## config.mk

```make
export PLATFORM = sky130hd
export DESIGN_NAME = stepper_ramp_sequencer_core
export DESIGN_NICKNAME = d
export VERILOG_FILES = /design/src/hdl/srs_pkg.sv /design/src/hdl/stepper_ramp_sequencer_core.sv /design/src/hdl/srs_step.sv
export SDC_FILE = /design/constraint.sdc
export NUM_CORES = 1
export LEC_CHECK = 0
export ABC_AREA = 1
export CELL_PAD_IN_SITES_DETAIL_PLACEMENT = 0
export CELL_PAD_IN_SITES_GLOBAL_PLACEMENT = 1
export CORE_MARGIN = 3
export CORE_UTILIZATION = 49
export DETAILED_ROUTE_END_ITERATION = 10
export DONT_BUFFER_PORTS = 1
export GPL_TIMING_DRIVEN = 0
export PLACE_DENSITY = 0.86
export RECOVER_POWER = 100
export SLEW_MARGIN = 20
export SYNTH_ARGS = -nofsm -noshare
export SYNTH_HDL_FRONTEND = slang
export SYNTH_HIERARCHICAL = 1
export SYNTH_SLANG_ARGS = --single-unit
```

## constraint.sdc

```tcl
create_clock -name i_clk -period 8 [get_ports i_clk]
set_input_delay 0.8 -clock i_clk [delete_from_list [all_inputs] [get_ports i_clk]]
set_output_delay 0.8 -clock i_clk [all_outputs]
set_load 0.005 [all_outputs]
```

## src/hdl/srs_pkg.sv

```systemverilog
`default_nettype none
// ---------------------------------------------------------------------------
// srs_pkg: shared types and constants of the stepper ramp sequencer
// Holds the delay width, reset values, register indexes, coil table and the
// sequencer state record.
// ---------------------------------------------------------------------------
package srs_pkg;

    localparam int DELAY_WIDTH   = 10;
    localparam int CFG_IDX_WIDTH = 2;

    localparam logic signed [DELAY_WIDTH-1:0] MAX_DELAY_RST = DELAY_WIDTH'(75);
    localparam logic signed [DELAY_WIDTH-1:0] MIN_DELAY_RST = DELAY_WIDTH'(-150);

    // largest positive value the tick counter may reach
    localparam logic [DELAY_WIDTH-1:0] COUNT_TOP = {1'b0, {(DELAY_WIDTH-1){1'b1}}};

    // configuration register indexes
    localparam logic [CFG_IDX_WIDTH-1:0] REG_MAX_DELAY = CFG_IDX_WIDTH'(0);
    localparam logic [CFG_IDX_WIDTH-1:0] REG_MIN_DELAY = CFG_IDX_WIDTH'(1);

    typedef struct packed {
        logic [DELAY_WIDTH-1:0]        tick_count;
        logic signed [DELAY_WIDTH-1:0] cur_delay;
        logic                          decel;
        logic                          active;
        logic [1:0]                    phase;
        logic [3:0]                    coil;
    } t_seq_state;

    // full-step coil patterns, one per phase
    function automatic logic [3:0] coil_of(input logic [1:0] phase);
        logic [3:0] pat;
        case (phase)
            2'd0:    pat = 4'd9;
            2'd1:    pat = 4'd10;
            2'd2:    pat = 4'd6;
            default: pat = 4'd5;
        endcase
        return pat;
    endfunction

endpackage
`default_nettype wire

```

## src/hdl/stepper_ramp_sequencer_core.sv

```systemverilog
`default_nettype none
// ---------------------------------------------------------------------------
// stepper_ramp_sequencer_core: full-step stepper ramp generator
// Turns timer ticks into a four-phase coil sequence with a linear ramp.
// ---------------------------------------------------------------------------
// Each input request is one timer tick with the sampled restart button. The
// block takes one request per clock while the output side is not stalled,
// and returns exactly one result per request. The path is an input register
// followed by the state update, which writes the sequencer state and the
// result register in the same cycle; that single update step sets the rate
// of one tick per clock. A stalled output holds the result register and,
// behind it, the input register, so nothing is dropped. While running, the
// tick counter counts up to the current delay; on reaching it the next coil
// pattern (9, 10, 6, 5) is latched, the counter restarts and the delay moves
// one step toward min_delay, then turns and climbs back to max_delay, where
// the profile stops. A stopped block restarts on a tick with the button
// pressed, at max_delay and accelerating, without stepping on that tick.
// Registers: index 0 max_delay (reset 75), index 1 min_delay (reset
// -150), both signed; writes to other indexes are ignored. Write them only
// while idle.
// ---------------------------------------------------------------------------
module stepper_ramp_sequencer_core (
    input  wire logic                                   i_clk,
    input  wire logic                                   i_rst_n,
    // tick requests
    input  wire logic                                   i_in_valid,
    output logic                                        o_in_ready,
    input  wire logic                                   i_button_pressed,
    // results
    output logic                                        o_out_valid,
    input  wire logic                                   i_out_ready,
    output logic [3:0]                                  o_coil_pattern,
    output logic                                        o_running,
    output logic                                        o_stepped,
    // configuration writes
    input  wire logic                                   i_cfg_valid,
    output logic                                        o_cfg_ready,
    input  wire logic [srs_pkg::CFG_IDX_WIDTH-1:0]      i_cfg_index,
    input  wire logic signed [srs_pkg::DELAY_WIDTH-1:0] i_cfg_data
);
    import srs_pkg::*;

    logic signed [DELAY_WIDTH-1:0] r_max_delay;
    logic signed [DELAY_WIDTH-1:0] r_min_delay;

    logic       r_s1_valid;
    logic       r_s1_button;
    logic       s1_adv;
    logic       s1_fire;

    t_seq_state r_state;
    t_seq_state n_state;
    logic       n_stepped;

    logic       r_out_valid;
    logic [3:0] r_out_coil;
    logic       r_out_running;
    logic       r_out_stepped;

    // configuration is always accepted
    assign o_cfg_ready = 1'b1;

    always_ff @(posedge i_clk) begin
        if (!i_rst_n) begin
            r_max_delay <= MAX_DELAY_RST;
            r_min_delay <= MIN_DELAY_RST;
        end else if (i_cfg_valid) begin
            case (i_cfg_index)
                REG_MAX_DELAY: r_max_delay <= i_cfg_data;
                REG_MIN_DELAY: r_min_delay <= i_cfg_data;
                default:       ;
            endcase
        end
    end

    // the update stage advances whenever the result register is free or drains
    assign s1_adv     = !r_out_valid || i_out_ready;
    assign s1_fire    = r_s1_valid && s1_adv;
    assign o_in_ready = !r_s1_valid || s1_adv;

    // input register
    always_ff @(posedge i_clk) begin
        if (!i_rst_n) begin
            r_s1_valid <= 1'b0;
        end else if (o_in_ready) begin
            r_s1_valid <= i_in_valid;
        end
    end

    always_ff @(posedge i_clk) begin
        if (o_in_ready && i_in_valid) begin
            r_s1_button <= i_button_pressed;
        end
    end

    srs_step u_step (
        .i_state     (r_state),
        .i_button    (r_s1_button),
        .i_max_delay (r_max_delay),
        .i_min_delay (r_min_delay),
        .o_state     (n_state),
        .o_stepped   (n_stepped)
    );

    // sequencer state: advance once per tick request
    always_ff @(posedge i_clk) begin
        if (!i_rst_n) begin
            r_state.tick_count <= '0;
            r_state.cur_delay  <= MAX_DELAY_RST;
            r_state.decel      <= 1'b0;
            r_state.active     <= 1'b1;
            r_state.phase      <= 2'd0;
            r_state.coil       <= 4'd0;
        end else if (s1_fire) begin
            r_state <= n_state;
        end
    end

    // result register
    always_ff @(posedge i_clk) begin
        if (!i_rst_n) begin
            r_out_valid <= 1'b0;
        end else if (s1_adv) begin
            r_out_valid <= r_s1_valid;
        end
    end

    always_ff @(posedge i_clk) begin
        if (s1_fire) begin
            r_out_coil    <= n_state.coil;
            r_out_running <= n_state.active;
            r_out_stepped <= n_stepped;
        end
    end

    assign o_out_valid    = r_out_valid;
    assign o_coil_pattern = r_out_coil;
    assign o_running      = r_out_running;
    assign o_stepped      = r_out_stepped;

`ifndef NO_ASSERTIONS
    // a stopped profile is always left in the accelerating direction
    a_stop_accel: assert property (@(posedge i_clk) disable iff (!i_rst_n)
        !r_state.active |-> !r_state.decel)
        else $error("stopped with decelerating set");

    // a tick that begins stopped never steps
    a_no_step_stopped: assert property (@(posedge i_clk) disable iff (!i_rst_n)
        s1_fire && !r_state.active |=> !r_out_stepped)
        else $error("step issued while stopped");

    // the phase advances exactly when a step is reported
    a_phase_step: assert property (@(posedge i_clk) disable iff (!i_rst_n)
        s1_fire |=> r_state.phase == 2'($past(r_state.phase) + 2'(r_out_stepped)))
        else $error("phase out of step with stepped flag");

    // the coil latch holds the pattern of the phase just left, or nothing yet
    a_coil_phase: assert property (@(posedge i_clk) disable iff (!i_rst_n)
        r_state.coil == 4'd0 || r_state.coil == coil_of(r_state.phase - 2'd1))
        else $error("coil latch does not match phase");

    // the tick counter saturates at its top
    a_count_top: assert property (@(posedge i_clk) disable iff (!i_rst_n)
        r_state.tick_count <= COUNT_TOP)
        else $error("tick counter above top");
`endif

endmodule
`default_nettype wire

```

## src/hdl/srs_step.sv

```systemverilog
`default_nettype none
// ---------------------------------------------------------------------------
// srs_step: next-state logic of the ramp sequencer
// Computes the state after one tick and whether a coil step was issued.
// ---------------------------------------------------------------------------
module srs_step (
    input  var srs_pkg::t_seq_state                     i_state,
    input  wire logic                                   i_button,
    input  wire logic signed [srs_pkg::DELAY_WIDTH-1:0] i_max_delay,
    input  wire logic signed [srs_pkg::DELAY_WIDTH-1:0] i_min_delay,
    output var srs_pkg::t_seq_state                     o_state,
    output logic                                        o_stepped
);
    import srs_pkg::*;

    logic [DELAY_WIDTH-1:0] tick_base;

    always_comb begin
        o_state   = i_state;
        o_stepped = 1'b0;
        tick_base = i_state.tick_count;
        if (i_state.active) begin
            if ($signed(i_state.tick_count) >= i_state.cur_delay) begin
                o_state.coil  = coil_of(i_state.phase);
                o_state.phase = i_state.phase + 2'd1;
                o_stepped     = 1'b1;
                if (!i_state.decel) begin
                    if (i_state.cur_delay > i_min_delay) begin
                        o_state.cur_delay = i_state.cur_delay - DELAY_WIDTH'(1);
                    end else begin
                        o_state.decel = 1'b1;
                    end
                end else begin
                    if (i_state.cur_delay < i_max_delay) begin
                        o_state.cur_delay = i_state.cur_delay + DELAY_WIDTH'(1);
                    end else begin
                        // ramp is back at the slow end: stop
                        o_state.decel  = 1'b0;
                        o_state.active = 1'b0;
                    end
                end
                tick_base = '0;
            end
            // saturate the counter at its top
            if (tick_base < COUNT_TOP) begin
                o_state.tick_count = tick_base + DELAY_WIDTH'(1);
            end else begin
                o_state.tick_count = tick_base;
            end
        end else if (i_button) begin
            // restart without stepping; phase and coil latch are kept
            o_state.cur_delay  = i_max_delay;
            o_state.tick_count = '0;
            o_state.decel      = 1'b0;
            o_state.active     = 1'b1;
        end
    end

endmodule
`default_nettype wire

```

# After elaboration in Yosys (flattened, before gate mapping)
# Index checks and enable logic that the tools add are counted.
classes:
  add_sub_neg: 4
  n_lt_le_gt_ge: 4
  eq_ne: 6
  mux: 15
  reduce_logical: 15
ops:
  columns: ["cell", "n"]
  rows:
  - ["10-bit two-way mux", 5]
  - ["22-bit two-way mux", 2]
  - ["18-bit two-way mux", 1]
  - ["4-bit case mux with 3 select lines", 1]
  - ["11-bit two-way mux", 1]
  - ["10-bit by 1-bit adder with 10-bit output, second input constant", 1]
  - ["10-bit by 2-bit adder with 10-bit output, second input constant", 1]
  - ["10-bit greater-or-equal comparator", 1]
  - ["10-bit > comparator", 1]
  - ["10-bit less-than comparator", 1]
  - ["10-bit by 9-bit less-than comparator with 1-bit output, second input constant", 1]
  - ["10-bit by 2-bit subtractor with 10-bit output, second input constant", 1]
  - ["2-bit AND reduction", 3]
  - ["3-bit AND reduction", 2]
  - ["5-bit AND reduction", 1]
  - ["2-bit by 1-bit equality test with 1-bit output, second input constant", 2]
  - ["2-bit logical NOT", 2]
  - ["4-bit two-way mux", 1]
  - ["1-bit two-way mux", 3]
  - ["3-bit by 1-bit inequality test with 1-bit output, second input constant", 1]
  - ["3-bit by 2-bit inequality test with 1-bit output, second input constant", 1]
  - ["2-bit by 1-bit adder with 2-bit output, second input constant", 1]
  - ["2-bit equality test, second input constant", 1]
  - ["1-bit logical AND", 2]
  - ["5 further kinds", 7]
word_totals:
  reg_bits: 57
  word_cells: 58

# Depth between registers and ports, before layout
# Gate-level depths: netlist (run 1).
depth:
  ltp_word: 6
  ltp_mapped: 26
  mapped_depth_nobuf: 24

# Modules after synthesis
# The synthesis (run 1) kept the hierarchy.
modules_own_cells:
  columns: ["mod", "instances", "cells_each", "area_each_um2", "seq_area_each_um2"]
  rows:
  - ["stepper_ramp_sequencer_core", 1, 305, 2346.0, 1211.2]
  - ["srs_step", 1, 437, 2313.5, 0.0]

# Worst setup path before layout (run 1)
# OpenSTA, ideal clock, no wires.
synth_timing:
  kind: "register -> register"
  startpoint: "reg r_state[10] in the netlist's numbering"
  endpoint: "reg r_state[24] in the netlist's numbering"
  arrival_ns: 3.027
  t_required_ns: 7.885
  setup_slack_ns: 4.858
  stages_incl_launch_ff: 24
  period_less_slack_ns: 3.142
  path_cell_list: "dfxtp_1 > clkbuf_1 > inv_1 > ha_1 > nand2_1 > nor2_1 > nand3_2 > nand4_2 > nand3_4 > buf_6 > nor2_1 > ha_1 > nand2_1 > nor3_4 > nand3_4 > buf_6 > nand3_1 > nand2_1 > nand3_1 > nand2_1 > inv_1 > nand3_1 > nand2_1 > nor2_1"
synth_rtl:
  columns: ["item", "line", "text"]
  rows:
  - ["from (decl)", "stepper_ramp_sequencer_core.sv:51", "t_seq_state r_state;"]
  - ["from (signal assigned)", "stepper_ramp_sequencer_core.sv:115", "r_state <= n_state;"]

==> results of run 1 <==
## sequential cells by signal, indices dropped and copies added, names as in the netlist
name,flops
r_s1_button,1
o_out_valid,1
o_stepped,1
o_coil_pattern,4
r_state,28
o_running,1
r_min_delay,10
r_max_delay,10
r_s1_valid,1
## layer usage
layer	up-vias	track usage	share of wire
met5	-	0	0
met4	0	0.0741	0.014
met3	15	0.0267	0.054
met2	134	0.389	0.45
met1	2017	0.331	0.48
li1	2401	-	-
## logic make-up (layout without fill, tap and decap cells)
| kind of cell | after synthesis | count (layout) | share of synthesized area |
|---|---|---|---|
| flip-flops | 57 | 57 | 0.260 |
| AND/OR/NAND/NOR | 393 | 393 | 0.379 |
| AO/OA/AOI/OAI | 98 | 98 | 0.113 |
| adder cells (fa/ha/maj) | 36 | 36 | 0.0967 |
| XOR/XNOR | 10 | 10 | 0.0188 |
| other | 1 | 1 | 0.000805 |
| buffers and inverters | 147 | 163 | 0.132 |
## cells in the final DEF, fill, tap and decap left out, drive strengths merged
master	count
a21o	2
a21oi	59
a31oi	2
buf	16
clkbuf	29
clkinv	4
clkinvlp	3
conb	1
dfxtp	50
edfxtp	7
ha	36
inv	111
nand2	193
nand3	96
nand3b	3
nand4	15
nor2	77
nor3	8
nor4	1
o21a	1
o21ai	34
xnor2	1
xor2	9
## path summary, 6_finish.rpt
kind	from	to	slack [ns]	cells after the start
setup / recovery	r_state[10]	r_state[27]	3.43	23
hold / removal	r_max_delay[3]	r_max_delay[3]	0.47	2
setup reg to reg	r_state[10]	r_state[27]	3.43	23
hold reg to reg	r_max_delay[3]	r_max_delay[3]	0.47	2
## layout make-up
type,instances,area (um2),share of cell area
multi-input cells,538,2790,0.568
flip-flops and latches,57,1210,0.246
inverters,112,422,0.0858
well taps,126,158,0.0321
plain buffers,35,155,0.0316
clock buffers,10,138,0.0280
clock inverters,6,42.5,0.00865
## where the power goes
group / internal (uW) / switching [uW] / leakage (uW)
registers: 311 / 24.8 / 0.000477
logic: 79.3 / 167 / 0.00193
clock network: 121 / 121 / 0.0000887
total: 512 / 313 / 0.00249
## per-stage QoR
stage / power (uW) / hold slack [ns] / utilization / setup slack [ns] / area (um2)
after floorplan: 530 / 0.429 / - / 4.86 / 4660
after global placement: 590 / 0.444 / 0.537 / 4.22 / 4820
after detailed placement: 595 / 0.452 / 0.537 / 4.19 / 4820
after CTS: 837 / 0.469 / 0.557 / 4.18 / 5000
after global routing: 885 / 0.499 / 0.548 / 2.89 / 4920
final: 824 / 0.466 / 0.548 / 3.43 / 4920
## worst max-delay path, cell delays in order, from the launching register on
cell	delay (ns)
dfxtp_1	0.42
clkbuf_1	0.34
inv_1	0.19
ha_1	0.32
nand2_1	0.05
nor2_1	0.20
nand3_2	0.12
nand4_1	0.12
nand3_1	0.22
clkbuf_1	0.33
nor2_1	0.26
ha_1	0.21
nand2_1	0.07
nor3_1	0.58
nand3_4	0.19
clkbuf_1	0.26
nand3_1	0.14
nand2_1	0.05
nand2_1	0.09
nand2_1	0.06
inv_1	0.06
nand3_1	0.07
nand2_1	0.07
nor2_1	0.04
==> impl_metrics.toml, run 1 <==
[yosys]
synth_top_area_cell = "dfxtp_1"
yosysMostFrequentCell = "nand2_1"
synth_edf_count = 7
ys_top_cells_by_count = "nand2_1, inv_1, nand3_1, nor2_1, a21oi_1"
synth_ff_type = "dfxtp_1"
yosysWarnings = 6
yosysTopAreaCellShare = 0.215
syn_area_mm2 = 0.00466
netlist_top_cells_area = "dfxtp_1, nand2_1, nand3_1"
avgSynthCellArea_um2 = 6.28
async_flop_share = 0
synth_cells = 742
synthDistinctLibCells = 37
ys_ff_latch = 57
ys_seq_area_frac = 0.260
syn_nets = 796

[pwr]
vdd_drop_max_mv = 0.127
cellLeakagePower_uw = 0.00249
power_density_mw_per_mm2 = 168

[timing]
post-route-period-util = 0.571
final.setup.tns_ns = 0
finalCriticalPeriod_ns = 4.57
slew_viol_final = 0
tightest_slew_ns = 0.683
hold_viol = 0
relSlewSlack = 0.541
skew_ns = 0.00960
clock.fmax_mhz = 219
setup_viol = 0
rsz0062_at_grt = "false"

[floorplanning]
dieArea_mm2 = 0.0107
rows = 34
top_level_ports = 27
die_x_um = 104
floorplan.core_area_mm2 = 0.00898
die_h_um = 104
start_util = 0.519

[placement]
place_hpwl_um = 9840
dp_cells = 868
port_buffers = 0
gp_congestion = 0.880

[worst_hold_path]
hold_class = "reg -> reg"

[clock_network]
clk_pin_slew_ns = 0.07
post_cts_resize_count = 0
root_buffer = "clkbuf_8"
clkSinkCount = 57
cts_tree = "done"
clock_path_buffers = 2
post_cts_buffers = 0
htree_levels = 3
cts_buffers = 9
clk_latency_ns = 0.34
hold_buffers = 0

[global_routing]
grt_pass1_wl_um = 21100
grt_overflow = 0
antenna_found_initial = 0
grt_pass1_vias = 4267
gr-usage-all-layers = 0.238
grt_max_degree = 12

[finish]
diodes = 0
nFillCells = 954
layout-drive-gt1-share = 0.0712
area_growth_pct = 5.50
finalNonFillerCells = 884
finalNetCount = 807

[worst_setup_path]
startpoint_type = "register"
worstSetupPathType = "reg -> reg"
arrival_ns = 4.80
end_kind = "register"
cp.required_ns = 8.23
crit_path_max_fanout = 10

[routing]
post-route-drc-count = 0
firstDrtPassIters = 5
wl_per_cell_um = 14.3
num_vias = 4567
avgViaCountPerCell = 5.17
postRouteAntennaNets = 0
drt_iter0_drc = 341
wl_um = 12700

[run]
maxCapViolations = 0

[status]
status = "finished clean"
Power figures use the tool's default switching activity.
==> run 2: changes to the inputs <==
Settings changed: CORE_UTILIZATION 49 to 41, PLACE_DENSITY 0.86 to 0.76.
Clock period 8 ns to 4.2 ns, I/O delays scaled along.
==> impl_metrics.toml, run 2 (same netlist as run 1, synthesis figures left out) <==
[placement]
place_hpwl_um = 10400
port_buffers = 0
gp_congestion = 0.880
dp_slack_ns = 0.319

[timing]
relSlewSlack = 0.587
final.setup.worst_slack_ns = 0.363
setup_viol = 0
final.setup.tns_ns = 0
finalCriticalPeriod_ns = 3.84
hold_viol = 0
skew_ns = 0.00647
rsz0062_at_grt = "false"
slew_viol_final = 0
post-route-period-util = 0.914
tightest_slew_ns = 0.615
clock.fmax_mhz = 261

[pwr]
power.total_uw = 1960
vdd_drop_max_mv = 0.230
power_density_mw_per_mm2 = 383
seq_power_share = 0.327
swShare = 0.323
cellLeakagePower_uw = 0.00261
p_int_uw = 1330
share_comb_of_total_power = 0.251
p_clk_frac = 0.422
switching_power_uw = 635

[routing]
num_vias = 4704
firstDrtPassIters = 5
avgViaCountPerCell = 5.24
wl_per_cell_um = 15.3
post-route-drc-count = 0
wl_um = 13700
drt_iter0_drc = 381
postRouteAntennaNets = 0

[finish]
finalNetCount = 807
most-common-layout-cells = "nand2_1, inv_1, nand3_1"
layout-drive-gt1-share = 0.0765
diodes = 0
layout_commonest_cell = "nand2_1"
largest_reg_flops = 28
area_growth_pct = 10.1
largest-register = "r_state"
top_regs = "r_state: 28 flops, r_max_delay: 10 flops, r_min_delay: 10 flops"

[clock_network]
clkSinkCount = 57
htree_levels = 3
clock_path_buffers = 2
cts_buffers = 9
hold_buffers = 0
cts_tree = "done"
post_cts_buffers = 0
clk_latency_ns = 0.33
clk_pin_slew_ns = 0.05
root_buffer = "clkbuf_16"

[floorplanning]
floorplan.core_area_mm2 = 0.0110
die_h_um = 113
die_x_um = 113
dieArea_mm2 = 0.0127
start_util = 0.424
top_level_ports = 27
rows = 38

[global_routing]
grt_pass1_vias = 4556
gr-usage-all-layers = 0.223
grt_pass1_wl_um = 22900
grt_overflow = 0
grt_max_degree = 12
antenna_found_initial = 0

[status]
status = "finished clean"

[worst_setup_path]
cpMostUsedCell = "nand2_1"
slowest_stage = "dfxtp_1"
path_cells = "inv_1 > ha_1 > nand2_1 > nor2_1 > nand3_2 > nand4_2 > nand3_4 > buf_6 > nor2_1 > ha_1 > nand2_1 > nor3_4 > nand3_4 > buf_6 > nand3_1 > nand2_1 > nand2_1 > nand2_1 > inv_1 > nand3_1 > nand2_1 > nor2_1"
arrival_ns = 4.05
startpoint_type = "register"
cp.required_ns = 4.42
max_stage_delay_ns = 0.60
worstSetupPathType = "reg -> reg"
crit_path_max_fanout = 10
end_kind = "register"

[worst_hold_path]
hold_class = "in -> reg"

[run]
maxCapViolations = 0
==> run 2: cell count changes in the layout (fill, tap and decap cells not counted), moves of 2 or more <==
cell / delta
clkinvlp_4: -2
a21oi_1: +3
bufinv_16: +3
buf_6: +2
clkbuf_8: -10
clkbuf_16: +9
clkbuf_1: -5
a21oi_2: -3
clkbuf_2: +3
==> run 2: worst paths after layout <==
kind	start	endpoint	slack [ns]	cells after the start
worst max-delay path	r_state[13]	r_state[27]	0.36	22
worst min-delay path	i_button_pressed	r_s1_button	0.19	0
worst max register to register	r_state[13]	r_state[27]	0.36	22
worst min register to register	r_min_delay[3]	r_min_delay[3]	0.46	2
==> run 2: power groups by stage <==
stage,logic (uW),clock network (uW),registers (uW)
2_1_floorplan,378,0,633
3_3_place_gp,480,0,651
3_5_place_dp,490,0,653
4_1_cts,493,844,642
5_1_grt,567,872,647
6_report,493,828,642
==> run 2: cell type report <==
class	instances	area, um2
Multi-Input combinational cell	538	2810
Inverter	112	423
Sequential cell	57	1210
Clock buffer	10	229
Buffer	35	175
Fill cell	1180	5850
Tap cell	140	175
Clock inverter	6	108
==> run 2: what timing repair did <==
| item | in CTS | in global routing |
|---|---|---|
| gates resized for setup | 0 | 6 |
| setup endpoints to repair | 0 | 2 |
| endpoints found under the hold margin | 0 | 0 |
==> run 2: metal layers <==
metal	routed length, um	GRT usage
met4	174	0.0625
met1	6580	0.314
met2	6200	0.355
met5	0	0
met3	743	0.0345
==> run 2: through the flow <==
step           utilization  area, um2  cells  hold WS, ns
3_5_place_dp         0.440       4830    882        0.448
4_1_cts              0.471       5170    898        0.176
5_1_grt              0.467       5130    898        0.175
2_1_floorplan            -       4660    742        0.429
6_report             0.467       5130    898        0.191
3_3_place_gp         0.440       4830    882        0.443
==> run 2: critical path: cells and delay by family, from the launching register on <==
kind / cells / cell delay [ns]
adders and majority gates: 2 / 0.57
DFF: 1 / 0.60
buffers and inverters: 4 / 0.64
and+or+nand+nor: 16 / 1.92
